===== config.mk =====
export PLATFORM = sky130hd
export DESIGN_NAME = pdh_queue
export DESIGN_NICKNAME = d
export VERILOG_FILES = /design/src/rtl/pdh_pkg.sv /design/src/rtl/pdh_queue.sv
export SDC_FILE = /design/constraint.sdc
export NUM_CORES = 1
export LEC_CHECK = 0
export BUFFER_PORTS_ARGS = -buffer_cell sky130_fd_sc_hd__buf_2
export CAP_MARGIN = 20
export CORE_ASPECT_RATIO = 1.2
export CORE_MARGIN = 2
export CORE_UTILIZATION = 48
export CTS_CLUSTER_SIZE = 25
export DETAILED_ROUTE_END_ITERATION = 10
export GPL_TIMING_DRIVEN = 0
export PLACE_DENSITY = 0.71
export SYNTH_ARGS = -nofsm -noshare
export SYNTH_HDL_FRONTEND = slang
export SYNTH_SLANG_ARGS = --single-unit

===== constraint.sdc =====
create_clock -name clk -period 2.5 [get_ports clk]
set_clock_uncertainty 0.2 [all_clocks]
set_input_delay 0.625 -clock clk [delete_from_list [all_inputs] [get_ports clk]]
set_output_delay 0.625 -clock clk [all_outputs]
set_load 0.05 [all_outputs]

===== src/rtl/pdh_pkg.sv =====
package pdh_pkg;

  localparam int INTEGRAL_BITS_DFLT = 48;
  localparam int QUEUE_DEPTH_DFLT   = 4;

  localparam int CFG_INDEX_W = 3;
  localparam int CFG_DATA_W  = 32;

  typedef logic signed [31:0] position_t;
  typedef logic signed [23:0] heading_t;
  typedef logic signed [23:0] distance_t;
  typedef logic signed [31:0] gain_t;
  typedef logic        [14:0] q15_mag_t;
  typedef logic signed [15:0] speed_t;
  typedef logic signed [63:0] sum_t;

  typedef enum logic [CFG_INDEX_W-1:0] {
    REG_PROP_GAIN       = 3'd0,
    REG_INTEG_GAIN      = 3'd1,
    REG_DERIV_GAIN      = 3'd2,
    REG_SPEED_CEILING   = 3'd3,
    REG_SPEED_FLOOR     = 3'd4,
    REG_HEADING_HOLD_ON = 3'd5,
    REG_HEADING_GAIN    = 3'd6
  } cfg_reg_t;

  typedef struct packed {
    gain_t    prop_gain;
    gain_t    integ_gain;
    gain_t    deriv_gain;
    q15_mag_t speed_ceiling;
    q15_mag_t speed_floor;
    logic     heading_hold_on;
    gain_t    heading_gain;
  } cfg_t;

  typedef enum logic [1:0] {
    KIND_START,
    KIND_FINISHED,
    KIND_CONTROL
  } entry_kind_t;

  typedef struct packed {
    entry_kind_t        kind;
    logic signed [31:0] err;
    logic signed [32:0] deriv;
    logic signed [24:0] hdiff;
  } entry_t;

  localparam gain_t    PROP_GAIN_RESET    = 32'sd21475;
  localparam gain_t    INTEG_GAIN_RESET   = 32'sd0;
  localparam gain_t    DERIV_GAIN_RESET   = -32'sd4295;
  localparam q15_mag_t CEILING_RESET      = 15'h7FFF;
  localparam q15_mag_t FLOOR_RESET        = 15'h0000;
  localparam gain_t    HEADING_GAIN_RESET = 32'sd429497;

  localparam logic signed [22:0] DPI_Q16 = 23'sd2730863;
  localparam position_t POS_MAX = 32'sh7FFF_FFFF;
  localparam position_t POS_MIN = 32'sh8000_0000;
  localparam int DONE_LIMIT   = 100;
  localparam int INTEG_WINDOW = 25000;
  localparam int DEAD_BAND    = 1638;
  localparam int TURN_LIMIT   = 32767;
  localparam sum_t SUM_LIMIT  = 64'sh4000_0000_0000_0000;

  function automatic sum_t sat_sum(input logic signed [65:0] v);
    logic signed [65:0] lim;
    lim = 66'(SUM_LIMIT);
    if (v > lim) begin
      return SUM_LIMIT;
    end else if (v < -lim) begin
      return -SUM_LIMIT;
    end else begin
      return v[63:0];
    end
  endfunction

endpackage


===== src/rtl/pdh_queue.sv =====
module pdh_queue #(
  parameter int WIDTH = 8,
  parameter int DEPTH = pdh_pkg::QUEUE_DEPTH_DFLT
) (
  input  logic             clk,
  input  logic             rst,
  input  logic             push,
  input  logic [WIDTH-1:0] push_data,
  output logic             full,
  input  logic             pop,
  output logic             head_valid,
  output logic [WIDTH-1:0] head_data
);
  import pdh_pkg::*;

  localparam int PTR_W   = (DEPTH > 1) ? $clog2(DEPTH) : 1;
  localparam int COUNT_W = $clog2(DEPTH + 1);

  logic [WIDTH-1:0]   slots [DEPTH];
  logic [PTR_W-1:0]   wr_ptr;
  logic [PTR_W-1:0]   rd_ptr;
  logic [COUNT_W-1:0] count;
  logic               do_push;
  logic               do_pop;

  assign full       = count == COUNT_W'(DEPTH);
  assign head_valid = count != '0;
  assign head_data  = slots[rd_ptr];
  assign do_push    = push && !full;
  assign do_pop     = pop && head_valid;

  always_ff @(posedge clk) begin
    if (do_push) begin
      slots[wr_ptr] <= push_data;
    end
  end

  always_ff @(posedge clk) begin
    if (rst) begin
      wr_ptr <= '0;
      rd_ptr <= '0;
      count  <= '0;
    end else begin
      if (do_push) begin
        wr_ptr <= (wr_ptr == PTR_W'(DEPTH - 1)) ? '0 : wr_ptr + 1'b1;
      end
      if (do_pop) begin
        rd_ptr <= (rd_ptr == PTR_W'(DEPTH - 1)) ? '0 : rd_ptr + 1'b1;
      end
      if (do_push && !do_pop) begin
        count <= count + 1'b1;
      end else if (do_pop && !do_push) begin
        count <= count - 1'b1;
      end
    end
  end

endmodule


==> results of run 1 <==
[stage by stage]
stage / hold WS [ns] / total power [mW] / area (µm²)
2_1_floorplan: 0.263 / 1.44 / 1650
3_3_place_gp: 0.275 / 1.57 / 1790
3_5_place_dp: 0.308 / 1.58 / 1790
4_1_cts: 0.319 / 2.09 / 1910
5_1_grt: 0.337 / 2.23 / 1960
6_report: 0.312 / 2.12 / 1960
[state kept, by name (all words and copies together), names as in the netlist, named ones only]
name	count
count	3
slots	32
rd_ptr	2
wr_ptr	2
[area by class of cell]
class / count / area [µm²]
buffer: 3 / 22.5
clock buffer: 7 / 108
clock inverter: 1 / 7.51
fill: 247 / 1350
inverter: 5 / 23.8
multi-input combinational: 42 / 489
sequential: 41 / 1150
tap: 37 / 46.3
timing repair buffer: 22 / 115
[kinds of logic after synthesis]
logic type	synth area share [%]
compound gates	3.04
xor+xnor	1.06
fa+ha+maj	5.77
buf+inv	2.88
flops	69.2
mux	12.1
simple gates	5.85
[layer usage]
layer | share of wire [%] | vias to the layer above | track usage, %
met5 | 0 | - | 0
met4 | 2.6 | 0 | 10.5
met3 | 5.3 | 6 | 5.67
met2 | 52 | 22 | 25.7
met1 | 40 | 408 | 14.9
li1 | - | 408 | -
[critical path: cells and delay by family, from the launching register on]
family / cells / cell delay [ns]
buffers and inverters: 2 / 0.45
DFF: 1 / 0.31
muxes: 1 / 0.51
[power groups by stage]
stage,Clock [mW],Combinational (mW),Sequential [mW]
floorplan,0,0.563,0.882
global placement,0,0.677,0.889
detailed placement,0,0.686,0.895
CTS,0.522,0.689,0.882
global route,0.545,0.777,0.910
finish,0.504,0.717,0.898
[synthesized netlist by cell type, drive strengths merged]
cell type | count | area (µm²)
edfxtp | 32 | 961
dfxtp | 9 | 180
mux4 | 8 | 180
ha | 6 | 75.1
and3 | 4 | 30.0
inv | 4 | 15.0
nor2 | 4 | 17.5
a21oi | 3 | 15.0
buf | 3 | 20.0
or3 | 3 | 21.3
mux2i | 2 | 20.0
nand3 | 2 | 10.0
o21ai | 2 | 10.0
o31ai | 2 | 25.0
xor2 | 2 | 17.5
clkbuf | 1 | 3.75
clkinv | 1 | 8.76
fa | 1 | 20.0
nand2 | 1 | 3.75
nor3 | 1 | 5.00
or3b | 1 | 8.76
[worst max-delay path by stage]
stage | from | end | cells after the start
floorplan | count[0] | count[2] | 10
global placement | push | count[2] | 9
detailed placement | push | count[2] | 9
CTS | flip-flop | head_data[6] | 3
global route | count[2] | count[2] | 10
finish | flip-flop | head_data[6] | 3
[timing repair]
| item | in CTS | in global routing |
|---|---|---|
| buffers inserted | 0 | 2 |
| resized for setup | 2 | 9 |
| pin swaps | 0 | 2 |
| gates cloned | 0 | 0 |
| setup endpoints to repair | 1 | 9 |
[cells in the final DEF, fill, tap and decap left out, drive strengths merged]
master | Yosys | final
clkinv | 1 | 1
nor2 | 4 | 4
clkbuf | 1 | 9
xor2 | 2 | 2
nand3 | 2 | 2
and3 | 4 | 4
mux2i | 2 | 2
dfxtp | 9 | 9
fa | 1 | 1
nand2 | 1 | 1
o21ai | 2 | 2
mux4 | 8 | 8
a21oi | 3 | 3
or3 | 3 | 3
clkinvlp | 0 | 1
o31ai | 2 | 2
buf | 3 | 23
inv | 4 | 4
ha | 6 | 6
or3b | 1 | 1
edfxtp | 32 | 32
nor3 | 1 | 1
==> results.json, run 1 <==
{
  "synthDistinctLibCells": 26,
  "drtAntennaViolNets": 0,
  "slew_headroom_pct": 72.8,
  "timing.critical_path.fanout_max": 8,
  "postSynthNetCount": 111,
  "holdPathStages": 2,
  "placement.setup.worst_slack_ns": -0.126,
  "timing.critical_path.required_ns": 1.67,
  "start_util_pct": 49.8,
  "timing_worst_slew_pin_value_ns": 0.407,
  "post_drt_via_cell_ratio": 5.34,
  "track_usage_pct": 15.0,
  "drt-wirelength-per-cell_um": 15.5,
  "fin_setup_tns_ns": 0,
  "syn_to_final_growth_pct": 19.1,
  "fin_ws_ns": 0.102,
  "crit_path_start_kind": "flip-flop",
  "min_from": "rd_ptr[0]",
  "crit_path_top_delay_cell": "sky130_fd_sc_hd__mux4_2",
  "gr-total-overflow": 0,
  "period_share_pct": 95.9,
  "post_layout_nonfiller_instances": 158,
  "regToRegEndpoint": "count[2]",
  "share_seq_of_total_power_pct": 42.4,
  "remaining_drc_errors": 0,
  "vias": 844,
  "final_core_util_pct": 59.3,
  "die_area_um2": 3920,
  "clock_latency_on_the_worst_skew_pair_ns": 0.29,
  "tritoncts_clock_tree": "done",
  "count_of_synthesis_stage_warnings_from_yosys": 0,
  "io_pins": 22,
  "quantity_of_i_o_buffers_inserted_on_ports": 20,
  "finalHoldViolations": 0,
  "worstSetupPathType": "reg -> out",
  "clock_path_buffers": 2,
  "power_frac_clock_pct": 23.8,
  "power.combinational.fraction_pct": 33.8,
  "vdd_drop_max_mv": 0.719,
  "timing.rr.start": "count[2]",
  "starting_drt_drc_count": 17,
  "post-route-min-period_ns": 2.40,
  "worstHoldEndpoint": "rd_ptr[0]",
  "numPlacedInstances": 149,
  "layout_cell_share_with_drive_strength_beyond_1_pct": 45.5,
  "grt_antenna_before_repair": 0,
  "synth_area_per_cell_um2": 17.9,
  "place_congestion": 0.706,
  "number_of_global_route_vias_before_repair": 871,
  "achievable-frequency_ghz": 0.417,
  "cellInternalPower_mw": 1.39,
  "floorplan.die.height_um": 68.2,
  "pwr_density_cell_nw_per_um2": 1080,
  "fp.coreArea_um2": 3310,
  "power.leakage_nw": 0.727,
  "reg2reg_depth": 10,
  "ys_seq_elements": 41,
  "slew_violations": 0,
  "routed_wirelength_um": 2460,
  "htree_levels": 2,
  "net-switching-power_mw": 0.729,
  "insertedDiodeCount": 0,
  "inserted_clock_buffers": 5,
  "finalSetupViolations": 0,
  "grt_first_pass_wirelength_um": 4000,
  "placementRows": 23,
  "finalNetCount": 139,
  "ctsHoldBuffers": 0,
  "worstSetupEndpointType": "output port",
  "maximum_number_of_pins_on_one_net_before_global_route_repair": 14,
  "synthCells": 92,
  "cp.arrival_ns": 1.57,
  "reg2reg_slack_ns": 0.11,
  "crit_chain": "clkbuf_4, mux4_2, buf_2",
  "p_sw_share_pct": 34.4,
  "seq_area_frac_synth_pct": 69.2,
  "netlist_area_um2": 1650,
  "dp_hpwl_um": 1650,
  "clkSinkCount": 41,
  "maxCapViolCount": 0,
  "status": "finished, final reports clean",
  "grt_setup_unrepaired": "true",
  "cell_at_the_root_of_the_clock_tree": "sky130_fd_sc_hd__clkbuf_8",
  "clock_pin_slew_reported_for_the_worst_setup_and_hold_paths_after_clock_tree_synthesis_ns": 0.08,
  "cp_slowest_stage_delay_ns": 0.51,
  "dieWidth_um": 57.5,
  "dr.pass1.iters": 2,
  "type_of_the_most_critical_hold_path": "reg -> reg"
}
Power figures use the tool's default switching activity.
==> run 2: changes to the inputs <==
CTS_BUF_LIST = sky130_fd_sc_hd__clkbuf_2 sky130_fd_sc_hd__clkbuf_4 sky130_fd_sc_hd__clkbuf_8   (was not set)
==> results.json, run 2 (same netlist as run 1, synthesis figures left out) <==
{
  "status": "finished, final reports clean",
  "post_drt_via_cell_ratio": 5.39,
  "drtAntennaViolNets": 0,
  "placement.setup.worst_slack_ns": -0.126,
  "maximum_number_of_pins_on_one_net_before_global_route_repair": 14,
  "achievable-frequency_ghz": 0.417,
  "vias": 852,
  "fin_ws_ns": 0.102,
  "syn_to_final_growth_pct": 19.4,
  "insertedDiodeCount": 0,
  "cp.arrival_ns": 1.57,
  "maxCapViolCount": 0,
  "io_pins": 22,
  "timing_worst_slew_pin_value_ns": 0.407,
  "clock_pin_slew_reported_for_the_worst_setup_and_hold_paths_after_clock_tree_synthesis_ns": 0.08,
  "largest_reg_flops": 32,
  "fp.coreArea_um2": 3310,
  "track_usage_pct": 15.0,
  "clock_latency_on_the_worst_skew_pair_ns": 0.29,
  "leading_cell_type_in_the_layout_fill_and_taps_excluded": "sky130_fd_sc_hd__edfxtp_1",
  "final_cell_mix": "sky130_fd_sc_hd__edfxtp_1, sky130_fd_sc_hd__buf_2, sky130_fd_sc_hd__mux4_2",
  "pwr_density_cell_nw_per_um2": 1100,
  "type_of_the_most_critical_hold_path": "reg -> reg",
  "cell_at_the_root_of_the_clock_tree": "sky130_fd_sc_hd__clkbuf_8",
  "period_share_pct": 95.9,
  "numPlacedInstances": 149,
  "starting_drt_drc_count": 21,
  "place_congestion": 0.706,
  "grt_antenna_before_repair": 0,
  "htree_levels": 2,
  "gr-total-overflow": 0,
  "finalInstanceArea_um2": 1970,
  "crit_path_start_kind": "flip-flop",
  "inserted_clock_buffers": 5,
  "largest_registers": "slots x32, count x3",
  "grt_first_pass_wirelength_um": 4000,
  "post_layout_nonfiller_instances": 158,
  "vdd_drop_max_mv": 0.724,
  "finalHoldViolations": 0,
  "finalNetCount": 139,
  "timing.critical_path.fanout_max": 8,
  "floorplan.die.height_um": 68.2,
  "layout_cell_share_with_drive_strength_beyond_1_pct": 45.5,
  "worstSetupEndpointType": "output port",
  "dr.pass1.iters": 4,
  "clock_path_buffers": 2,
  "routed_wirelength_um": 2470,
  "final_power_mw": 2.16,
  "clkSinkCount": 41,
  "finalSetupViolations": 0,
  "tritoncts_clock_tree": "done",
  "drt-wirelength-per-cell_um": 15.6,
  "slew_violations": 0,
  "die_area_um2": 3920,
  "largest_register": "slots",
  "number_of_global_route_vias_before_repair": 871,
  "post-route-min-period_ns": 2.40,
  "remaining_drc_errors": 0,
  "placementRows": 23,
  "final.hold.worst_slack_ns": 0.312,
  "power.leakage_nw": 0.729,
  "grt_setup_unrepaired": "true",
  "placedInstanceArea_um2": 1790,
  "timing.critical_path.required_ns": 1.67,
  "quantity_of_i_o_buffers_inserted_on_ports": 20,
  "worstSetupPathType": "reg -> out",
  "dp_hpwl_um": 1650,
  "dieWidth_um": 57.5,
  "slew_headroom_pct": 72.8,
  "start_util_pct": 49.8
}
-- run 2: cell count changes in the layout (fill, tap and decap cells not counted) --
cell	before	now
sky130_fd_sc_hd__bufinv_16	0	1
sky130_fd_sc_hd__clkbuf_16	1	0
-- run 2: report_power, final --
part / leakage, nW / internal, mW / switching (mW)
clock network: 0.0574 / 0.324 / 0.221
logic: 0.303 / 0.269 / 0.449
registers: 0.369 / 0.839 / 0.0597
-- run 2: area by class of cell --
class / count / area, µm²
flip-flops and latches: 41 / 1150
plain buffers: 3 / 22.5
multi-input cells: 42 / 489
fillers: 246 / 1340
clock inverters: 2 / 37.5
inverters: 5 / 23.8
repair buffers: 22 / 115
clock buffers: 6 / 82.6
well taps: 37 / 46.3
-- run 2: metal layers --
metal | track usage (%) | vias up | wire length (µm)
met2 | 25.7 | 22 | 1290
li1 | - | 408 | -
met1 | 14.9 | 416 | 987
met4 | 10.5 | 0 | 64
met5 | 0 | - | 0
met3 | 5.67 | 6 | 129
-- run 2: timing repair --
item	CTS	global route
hold buffers	0	0
endpoints found under the hold margin	0	0
endpoints found under the setup margin	1	9
pin swaps	0	2
buffers inserted	0	2
gates resized for setup	2	9
-- run 2: final timing paths --
path                            startpoint  cells past startpoint      endpoint  slack (ns)
worst min register to register   rd_ptr[0]                      2     rd_ptr[0]        0.31
worst max-delay path             flip-flop                      3  head_data[6]        0.10
worst max register to register    count[2]                     10      count[2]        0.11
worst min-delay path             rd_ptr[0]                      2     rd_ptr[0]        0.31
-- run 2: through the flow --
stage / util, % / TNS (ns)
after floorplan: - / 0
after global placement: 54.2 / -0.0629
after detailed placement: 54.2 / -0.126
after CTS: 57.9 / 0
after global routing: 59.4 / -0.0226
final: 59.4 / 0
-- run 2: critical path, cell delays in order, from the launching register on --
cell and delay (ns):
sky130_fd_sc_hd__dfxtp_1 0.31, sky130_fd_sc_hd__clkbuf_4 0.23, sky130_fd_sc_hd__mux4_2 0.51, sky130_fd_sc_hd__buf_2 0.22
